File: config.mk
export PLATFORM = sky130hd
export DESIGN_NAME = line_pixel_stepper
export DESIGN_NICKNAME = d
export VERILOG_FILES = /design/src/rtl/lsp_pkg.sv /design/src/rtl/line_pixel_stepper.sv /design/src/rtl/lsp_front.sv /design/src/rtl/lsp_queue.sv /design/src/rtl/lsp_back.sv
export SDC_FILE = /design/constraint.sdc
export NUM_CORES = 1
export LEC_CHECK = 0
export ABC_AREA = 0
export BUFFER_PORTS_ARGS = -buffer_cell sky130_fd_sc_hd__buf_2
export CAP_MARGIN = 40
export CORE_ASPECT_RATIO = 0.75
export CORE_MARGIN = 2
export CORE_UTILIZATION = 41
export CTS_CLUSTER_SIZE = 28
export DETAILED_ROUTE_END_ITERATION = 8
export GPL_ROUTABILITY_DRIVEN = 0
export SYNTH_ARGS = -nofsm -noshare
export SYNTH_HDL_FRONTEND = slang
export SYNTH_SLANG_ARGS = --single-unit
File: constraint.sdc
create_clock -name clk -period 6.6 [get_ports clk]
set_clock_uncertainty 0.05 [all_clocks]
set_input_delay 0.99 -clock clk [delete_from_list [all_inputs] [get_ports clk]]
set_output_delay 0.99 -clock clk [all_outputs]
set_load 0.01 [all_outputs]
File: src/rtl/lsp_pkg.sv
// Package for the line pixel stepper: coordinate widths, stream widths,
// opcodes and the queued command record shared by the front, queue and back.
// No dependencies.
`default_nettype none

package lsp_pkg;

	// Coordinate width and the widths that follow from it.
	localparam int COORD_W = 12;
	localparam int SPY_W   = COORD_W + 1;  // negated y span, two's complement
	localparam int ERR_W   = COORD_W + 2;  // error term, two's complement
	localparam int E2_W    = COORD_W + 3;  // doubled error term

	// Stream payload widths, padded to whole bytes.
	localparam int IN_TDATA_W  = ((4 * COORD_W + 7) / 8) * 8;
	localparam int OUT_TDATA_W = ((2 * COORD_W + 7) / 8) * 8;

	// Command queue between front and back.
	localparam int QUEUE_DEPTH = 2;
	localparam int QPTR_W      = (QUEUE_DEPTH > 1) ? $clog2(QUEUE_DEPTH) : 1;
	localparam int QCNT_W      = $clog2(QUEUE_DEPTH + 1);

	typedef enum logic {
		OP_LOAD = 1'b0,
		OP_STEP = 1'b1
	} opcode_t;

	// One classified request with the line setup already worked out.
	typedef struct packed {
		opcode_t                   opcode;
		logic [COORD_W-1:0]        start_x;
		logic [COORD_W-1:0]        start_y;
		logic [COORD_W-1:0]        end_x;
		logic [COORD_W-1:0]        end_y;
		logic [COORD_W-1:0]        span_x;
		logic signed [SPY_W-1:0]   span_y_neg;
		logic                      step_x_neg;
		logic                      step_y_neg;
		logic signed [ERR_W-1:0]   err_init;
	} cmd_t;

endpackage

`default_nettype wire

File: src/rtl/line_pixel_stepper.sv
// Top level of the line pixel stepper: front end, command queue and back end.
// Depends on lsp_pkg, lsp_front, lsp_queue and lsp_back.
//
//   Channel   Direction  Handshake            Payload
//   s_*       in         s_tvalid / s_tready  tdata: start_x, start_y, end_x, end_y; tuser: opcode
//   m_*       out        m_tvalid / m_tready  tdata: pixel_x, pixel_y; tlast: last
//
// One request is taken per cycle while the queue is not full; a step request
// yields its pixel in the cycle after it leaves the two-entry command queue,
// and the sustained rate is one pixel per cycle while the output is not stalled,
// set by the back end's error-term update. Reset clears the line state and the
// queue, leaving the block idle. A stalled output holds a step request at the
// queue head while a line is active; the front keeps accepting until the queue is full.
`default_nettype none

module line_pixel_stepper import lsp_pkg::*; (
	input  wire logic                   clk,
	input  wire logic                   arst_n,
	input  wire logic                   s_tvalid,
	output logic                        s_tready,
	input  wire logic [IN_TDATA_W-1:0]  s_tdata,   // start_x, start_y, end_x, end_y
	input  wire logic                   s_tuser,   // opcode
	output logic                        m_tvalid,
	input  wire logic                   m_tready,
	output logic [OUT_TDATA_W-1:0]      m_tdata,   // pixel_x, pixel_y
	output logic                        m_tlast    // last
);

	cmd_t front_cmd, head_cmd;
	logic q_full, q_push, q_pop, head_valid;

	// Classify and set up incoming requests.
	lsp_front u_front (
		.s_tdata (s_tdata),
		.s_tuser (s_tuser),
		.cmd     (front_cmd)
	);

	assign s_tready = !q_full;
	assign q_push   = s_tvalid && s_tready;

	// Queue between front and back.
	lsp_queue u_queue (
		.clk        (clk),
		.arst_n     (arst_n),
		.push       (q_push),
		.push_cmd   (front_cmd),
		.full       (q_full),
		.pop        (q_pop),
		.head_valid (head_valid),
		.head_cmd   (head_cmd)
	);

	// Line walker and output register.
	lsp_back u_back (
		.clk        (clk),
		.arst_n     (arst_n),
		.head_valid (head_valid),
		.head_cmd   (head_cmd),
		.pop        (q_pop),
		.m_tvalid   (m_tvalid),
		.m_tready   (m_tready),
		.m_tdata    (m_tdata),
		.m_tlast    (m_tlast)
	);

endmodule

`default_nettype wire

File: src/rtl/lsp_front.sv
// Front end of the line pixel stepper: unpacks the input stream payload and
// computes the line setup (spans, directions, initial error). Uses lsp_pkg.
`default_nettype none

module lsp_front import lsp_pkg::*; (
	input  wire logic [IN_TDATA_W-1:0] s_tdata,   // start_x, start_y, end_x, end_y
	input  wire logic                  s_tuser,   // opcode
	output cmd_t                       cmd
);

	logic [COORD_W-1:0] sx, sy, ex, ey;
	logic [COORD_W-1:0] dx_abs, dy_abs;

	// Field unpacking, first field in the lowest bits.
	assign sx = s_tdata[COORD_W-1:0];
	assign sy = s_tdata[2*COORD_W-1:COORD_W];
	assign ex = s_tdata[3*COORD_W-1:2*COORD_W];
	assign ey = s_tdata[4*COORD_W-1:3*COORD_W];

	// Absolute spans of the line.
	assign dx_abs = (ex >= sx) ? (ex - sx) : (sx - ex);
	assign dy_abs = (ey >= sy) ? (ey - sy) : (sy - ey);

	// Build the queued record; setup fields are ignored on a step.
	always_comb begin
		cmd.opcode     = opcode_t'(s_tuser);
		cmd.start_x    = sx;
		cmd.start_y    = sy;
		cmd.end_x      = ex;
		cmd.end_y      = ey;
		cmd.span_x     = dx_abs;
		cmd.span_y_neg = SPY_W'(0) - {1'b0, dy_abs};
		cmd.step_x_neg = !(sx < ex);
		cmd.step_y_neg = !(sy < ey);
		cmd.err_init   = {2'b00, dx_abs} - {2'b00, dy_abs};
	end

endmodule

`default_nettype wire

File: src/rtl/lsp_queue.sv
// Short command queue that decouples the front end from the back end.
// Holds classified requests as cmd_t records. Uses lsp_pkg.
`default_nettype none

module lsp_queue import lsp_pkg::*; (
	input  wire logic clk,
	input  wire logic arst_n,
	input  wire logic push,
	input  wire cmd_t push_cmd,
	output logic      full,
	input  wire logic pop,
	output logic      head_valid,
	output cmd_t      head_cmd
);

	cmd_t              mem_q [QUEUE_DEPTH];
	logic [QPTR_W-1:0] wr_ptr_q, rd_ptr_q;
	logic [QCNT_W-1:0] count_q;

	function automatic logic [QPTR_W-1:0] ptr_inc(input logic [QPTR_W-1:0] p);
		if (p == QPTR_W'(QUEUE_DEPTH - 1))
			return '0;
		else
			return p + QPTR_W'(1);
	endfunction

	assign full       = (count_q == QCNT_W'(QUEUE_DEPTH));
	assign head_valid = (count_q != '0);
	assign head_cmd   = mem_q[rd_ptr_q];

	// Entry storage.
	always_ff @(posedge clk) begin
		if (push)
			mem_q[wr_ptr_q] <= push_cmd;
	end

	// Pointers and fill count.
	always_ff @(posedge clk or negedge arst_n) begin
		if (!arst_n) begin
			wr_ptr_q <= '0;
			rd_ptr_q <= '0;
			count_q  <= '0;
		end else begin
			if (push)
				wr_ptr_q <= ptr_inc(wr_ptr_q);
			if (pop)
				rd_ptr_q <= ptr_inc(rd_ptr_q);
			if (push && !pop)
				count_q <= count_q + QCNT_W'(1);
			else if (pop && !push)
				count_q <= count_q - QCNT_W'(1);
		end
	end

	// The queue is never popped empty nor pushed full.
	a_no_underflow: assert property (@(posedge clk) disable iff (!arst_n)
		pop |-> head_valid)
		else $error("queue popped while empty");
	a_no_overflow: assert property (@(posedge clk) disable iff (!arst_n)
		push |-> !full)
		else $error("queue pushed while full");
	a_count_bound: assert property (@(posedge clk) disable iff (!arst_n)
		count_q <= QCNT_W'(QUEUE_DEPTH))
		else $error("queue count out of range");

endmodule

`default_nettype wire

File: src/rtl/lsp_back.sv
// Back end of the line pixel stepper: holds the line state, carries out
// load and step requests, and drives the output register. Uses lsp_pkg.
`default_nettype none

module lsp_back import lsp_pkg::*; (
	input  wire logic                   clk,
	input  wire logic                   arst_n,
	input  wire logic                   head_valid,
	input  wire cmd_t                   head_cmd,
	output logic                        pop,
	output logic                        m_tvalid,
	input  wire logic                   m_tready,
	output logic [OUT_TDATA_W-1:0]      m_tdata,   // pixel_x, pixel_y
	output logic                        m_tlast    // last
);

	logic [COORD_W-1:0]      cur_x_q, cur_y_q, target_x_q, target_y_q, span_x_q;
	logic signed [SPY_W-1:0] span_y_neg_q;
	logic                    step_x_neg_q, step_y_neg_q, active_q;
	logic signed [ERR_W-1:0] err_q;

	logic                    out_valid_q, out_last_q;
	logic [COORD_W-1:0]      out_x_q, out_y_q;

	logic                    out_free, is_load, emit, at_end;
	logic signed [E2_W-1:0]  e2, spy_ext, spx_ext;
	logic                    go_x, go_y;
	logic signed [ERR_W-1:0] err_next;

	// A request is taken when the output register can hold any pixel it makes.
	assign out_free = !out_valid_q || m_tready;
	assign is_load  = (head_cmd.opcode == OP_LOAD);
	assign pop      = head_valid && (is_load || !active_q || out_free);
	assign emit     = pop && !is_load && active_q;

	// Error-term rule for the next pixel.
	assign at_end   = (cur_x_q == target_x_q) && (cur_y_q == target_y_q);
	assign e2       = {err_q, 1'b0};
	assign spy_ext  = {{(E2_W-SPY_W){span_y_neg_q[SPY_W-1]}}, span_y_neg_q};
	assign spx_ext  = {{(E2_W-COORD_W){1'b0}}, span_x_q};
	assign go_x     = (e2 >= spy_ext);
	assign go_y     = (e2 <= spx_ext);
	assign err_next = err_q
		+ (go_x ? ERR_W'(spy_ext) : ERR_W'(0))
		+ (go_y ? ERR_W'(spx_ext) : ERR_W'(0));

	// Line state.
	always_ff @(posedge clk or negedge arst_n) begin
		if (!arst_n) begin
			cur_x_q      <= '0;
			cur_y_q      <= '0;
			target_x_q   <= '0;
			target_y_q   <= '0;
			span_x_q     <= '0;
			span_y_neg_q <= '0;
			step_x_neg_q <= 1'b0;
			step_y_neg_q <= 1'b0;
			err_q        <= '0;
			active_q     <= 1'b0;
		end else if (pop && is_load) begin
			cur_x_q      <= head_cmd.start_x;
			cur_y_q      <= head_cmd.start_y;
			target_x_q   <= head_cmd.end_x;
			target_y_q   <= head_cmd.end_y;
			span_x_q     <= head_cmd.span_x;
			span_y_neg_q <= head_cmd.span_y_neg;
			step_x_neg_q <= head_cmd.step_x_neg;
			step_y_neg_q <= head_cmd.step_y_neg;
			err_q        <= head_cmd.err_init;
			active_q     <= 1'b1;
		end else if (emit) begin
			if (at_end) begin
				active_q <= 1'b0;
			end else begin
				err_q <= err_next;
				if (go_x)
					cur_x_q <= step_x_neg_q ? cur_x_q - COORD_W'(1) : cur_x_q + COORD_W'(1);
				if (go_y)
					cur_y_q <= step_y_neg_q ? cur_y_q - COORD_W'(1) : cur_y_q + COORD_W'(1);
			end
		end
	end

	// Output register valid flag.
	always_ff @(posedge clk or negedge arst_n) begin
		if (!arst_n)
			out_valid_q <= 1'b0;
		else if (emit)
			out_valid_q <= 1'b1;
		else if (m_tready)
			out_valid_q <= 1'b0;
	end

	// Output register payload.
	always_ff @(posedge clk) begin
		if (emit) begin
			out_x_q    <= cur_x_q;
			out_y_q    <= cur_y_q;
			out_last_q <= at_end;
		end
	end

	assign m_tvalid = out_valid_q;
	assign m_tdata  = OUT_TDATA_W'({out_y_q, out_x_q});
	assign m_tlast  = out_last_q;

	// A load always leaves the block active.
	a_load_activates: assert property (@(posedge clk) disable iff (!arst_n)
		(pop && is_load) |=> active_q)
		else $error("load did not activate the line");
	// Emitting the end point closes the line.
	a_last_idles: assert property (@(posedge clk) disable iff (!arst_n)
		(emit && at_end) |=> (!active_q && m_tvalid && m_tlast))
		else $error("end pixel did not close the line");
	// Every emitted pixel shows up at the output next cycle.
	a_emit_shows: assert property (@(posedge clk) disable iff (!arst_n)
		emit |=> m_tvalid)
		else $error("emitted pixel missing at output");
	// A pixel is never emitted over one that is still waiting.
	a_no_overwrite: assert property (@(posedge clk) disable iff (!arst_n)
		emit |-> out_free)
		else $error("output register overwritten");

endmodule

`default_nettype wire
==> metrics.md <==
| Metric | Value |
|---|---|
| Outcome | `finished clean` |
| Via density | `5.19` |
| RSZ-0062 raised after global routing | `false` |
| Hold path start | `u_back.target_x_q[10]` |
| Initial antenna violation count | `0` |
| Hold depth | `2` |
| Reg2Reg Depth | `22` |
| Synthesized netlist cell count | `around 1400` |
| Final setup viols | `0` |
| DIE AREA | `41400 um^2` |
| Clock group share of total power | `18.5%` |
| Root Buffer | `clkbuf_16` |
| R2R Setup Slk | `about 1.1 ns` |
| Internal Pwr Total | `6.13 mW` |
| Slew HR | `43.0%` |
| Tmin final | `5.48 ns` |
| Crit path max-delay cell type | `fa_1` |
| Post-cts sizing count | `0` |
| Post-route setup slack | `between 1 and 1.5 ns` |
| Sw Ratio | `40.7%` |
| Crit-path cells | `ha_1 > a21o_1 > a21o_1 > a211o_1 > a21oi_1 > o211ai_1 > nand2_1 > nand2_1 > fa_1 > inv_1 > ha_1 > fa_1 > a21o_1 > a21oi_1 > nor2b_1 > o21a_1 > o22ai_1 > o211ai_1 > o41a_1 > xor3_1 > o21a_1 > o31a_1` |
| Max_cap viols | `0` |
| Initial DRT Pass Iterations | `7` |
| Final hold vios | `0` |
| Post-synthesis sequential area ratio | `between 50 and 60%` |
| Tcrit/Tclk final | `83.0%` |
| Wire length of the first global-routing pass | `61300 um` |
| Max Fclk | `between 150 and 200 MHz` |
| Largest net degree at the start of global routing | `62` |
| Peak supply drop | `243 uV` |
| DP Wirelength | `approximately 29000 um` |
| Hold WC Path Type | `flop to flop` |
| Yosys cell types | `69` |
| Synth warnings | `0` |
| Worst-margin pin slew | `0.854 ns` |
| R2R Path End | `u_back.err_q[13]` |
| CP arrival | `a little under 6 ns` |
| Mapped cell area | `16300 um^2` |
| H-Tree Depth | `2` |
| Num CTS Buffers | `34` |
| TritonCTS clock tree | `done` |
| Hold endpoint | `u_back.target_x_q[10]` |
| Worst Setup Path Type | `flop to flop` |
| Crit path from | `u_back.err_q[1]` |
| WL per Instance | `19.1 um` |
| # hold bufs at CTS | `0` |
| Synth Flop Type | `edfxtp_1` |
| Post-synth EDFFs | `203` |
| Seq pwr share | `32.6%` |
| # IOs | `80` |
| Vias | `10753` |
| TritonCTS Sinks | `298` |
| I/O Buffers | `79` |
| Nets | `1719` |
| Syn_nets | `1630` |
| NetSw | `4.22 mW` |
| Post-DRT Antenna Nets | `0` |
| Crit path max fanout | `7` |
| Synthesis-to-layout area growth | `13.5%` |
| Die Wd | `234 um` |
| #FFs+latches synth | `around 300` |
| Gr usage total | `roughly a fifth` |
| Clk slew on worst S/H paths | `around 0.060 ns` |
| Max incr delay on CP | `0.50 ns` |
| Leakage power | `8.00 nW` |
| Total Wirelength | `39600 um` |
| Initial core utilization | `41.4%` |
| Share of post-route cells with drive strength above 1 | `11.4%` |
| CP startpoint kind | `flop` |
| Slew Viols, Final | `0` |
| Combinational Power Share | `48.9%` |
| Average cell area after synthesis | `11.4 um^2` |
| Setup crit end kind | `flop` |
| R2R Path Start | `u_back.err_q[1]` |
| Rows | `63` |
| Async SR Flop Fraction | `31.9%` |
| Setup_tns | `0 ns` |
| Clock Latency Late Sink | `0.52 ns` |
| # DRC | `0` |
| Number of global-route vias before repair | `~10000` |
| Most common cell on crit path | `a21o_1` |
| Setup repair bufs after CTS | `0` |
| Die height | `177 um` |
| DRT iter0 DRCs | `1013` |
| GR Overflow Total | `0` |
| Max clock buf depth | `3` |
| Power density over the cells | `559 nW/um^2` |
| Pre-CTS setup slack | `0.881 ns` |
| Core area | `39400 um^2` |
| Crit path required time | `between 6 and 7 ns` |
-- placed cells by master, fill, tap and decap left out, types with 11 or more instances in the layout --
master     count
edfxtp_1     203
inv_1        162
ha_1         120
nand2_1      119
mux2i_1       96
dfrtp_1       94
o21ai_0       92
a21oi_1       80
buf_2         78
nor2_1        56
xnor2_1       47
clkbuf_16     37
xor2_1        35
a21o_1        29
a211oi_1      28
nor2b_1       27
fa_1          20
buf_4         18
nor3_1        17
nand4_1       15
clkbuf_1      11
-- sequential cells by signal, summed over array words and instances, names as in the netlist, 2 cells and up --
| name | cells |
|---|---|
| u_back.err_q | 14 |
| u_back.span_x_q | 12 |
| u_back.cur_y_q | 12 |
| u_back.span_y_neg_q | 13 |
| u_back.target_x_q | 12 |
| u_back.out_x_q | 12 |
| u_back.out_y_q | 12 |
| u_queue.mem_q | 178 |
| u_queue.count_q | 2 |
| u_back.cur_x_q | 12 |
| u_back.target_y_q | 12 |
-- synth_stat cells, types with 5 or more instances --
cell type | number | area, um^2
xnor2_1 | 47 | 412
and2_1 | 6 | 37.5
a211oi_1 | 28 | 210
a21o_1 | 29 | 218
or3_1 | 5 | 31.3
nor2_1 | 57 | 214
and3_1 | 5 | 31.3
nand4_1 | 15 | 93.8
a21boi_0 | 10 | 75.1
nand2_1 | 119 | 447
ha_1 | 120 | 1500
xor2_1 | 35 | 307
inv_1 | 162 | 608
a31oi_1 | 10 | 62.6
clkbuf_1 | 40 | 150
mux2_2 | 10 | 113
o211ai_1 | 9 | 67.6
a21oi_1 | 80 | 400
dfrtp_1 | 95 | 2380
fa_1 | 20 | 400
nor2b_1 | 27 | 169
nand3_1 | 10 | 50.1
o21bai_1 | 9 | 67.6
o21ai_0 | 93 | 465
nor3_1 | 17 | 85.1
mux2i_1 | 96 | 961
nand2b_1 | 9 | 56.3
o21a_1 | 9 | 67.6
edfxtp_1 | 203 | 6100
-- how the worst max path moves through the flow --
stage,end,slack (ns)
6_report,u_back.err_q[13],1.12
2_1_floorplan,u_queue.mem_q[0][0],1.22
3_3_place_gp,u_queue.mem_q[0][10],0.93
3_5_place_dp,u_queue.mem_q[1][10],0.88
5_1_grt,u_back.err_q[13],0.74
4_1_cts,u_back.err_q[13],1.10
-- logic make-up after synthesis --
kind of cell / share of synthesized area [%]
AND/OR/NAND/NOR: 8.28
buffers and inverters: 4.85
adder cells (fa/ha/maj): 11.7
XOR/XNOR: 4.55
multiplexers: 6.65
AO/OA/AOI/OAI: 12.1
flip-flops: 51.9
-- layer usage --
layer	up-vias	global-route usage, %	routed length, um	share of wire, %
met1	5237	30.6	20100	51
met4	0	4.53	678	1.7
met3	43	4.41	2310	5.8
met5	-	0	0	0
met2	205	27.6	16500	42
li1	5268	-	-	-
-- final cells by class --
| class | count | area (um^2) |
|---|---|---|
| Clock inverter | 10 | 126 |
| Sequential cell | 298 | 8480 |
| Multi-Input combinational cell | 931 | 7080 |
| Timing Repair Buffer | 98 | 568 |
| Clock buffer | 51 | 1010 |
| Tap cell | 520 | 651 |
| Fill cell | 3605 | 20900 |
| Inverter | 163 | 612 |
| Antenna cell | 2 | 5.00 |
-- worst max-delay path, delay by kind of cell (launching register included) --
family / cells / cell delay, ns
compound gates: 13 / 2.72
xor+xnor: 1 / 0.21
fa+ha+maj: 4 / 1.47
buf+inv: 1 / 0.04
flops: 1 / 0.42
simple gates: 3 / 0.44
-- power by group through the flow --
| stage | combinational (mW) | clock [mW] | sequential (mW) |
|---|---|---|---|
| final | 5.06 | 1.91 | 3.38 |
| after global routing | 5.73 | 2.03 | 3.46 |
| after CTS | 5.08 | 1.95 | 3.38 |
| after detailed placement | 5.04 | 0 | 3.41 |
| after global placement | 4.91 | 0 | 3.39 |
| after floorplan | 3.79 | 0 | 3.23 |
-- through the flow --
stage / utilization (%) / power (mW) / instances / cell area (um^2) / hold WS [ns]
2_1_floorplan: - / 7.01 / 1437 / 16300 / 0.411
3_3_place_gp: 44.0 / 8.30 / 2008 / 17300 / 0.432
3_5_place_dp: 44.1 / 8.45 / 2010 / 17400 / 0.444
4_1_cts: 47.0 / 10.4 / 2071 / 18500 / 0.457
5_1_grt: 47.0 / 11.2 / 2071 / 18500 / 0.483
6_report: 47.0 / 10.4 / 2073 / 18500 / 0.454
Power figures use the tool's default switching activity.
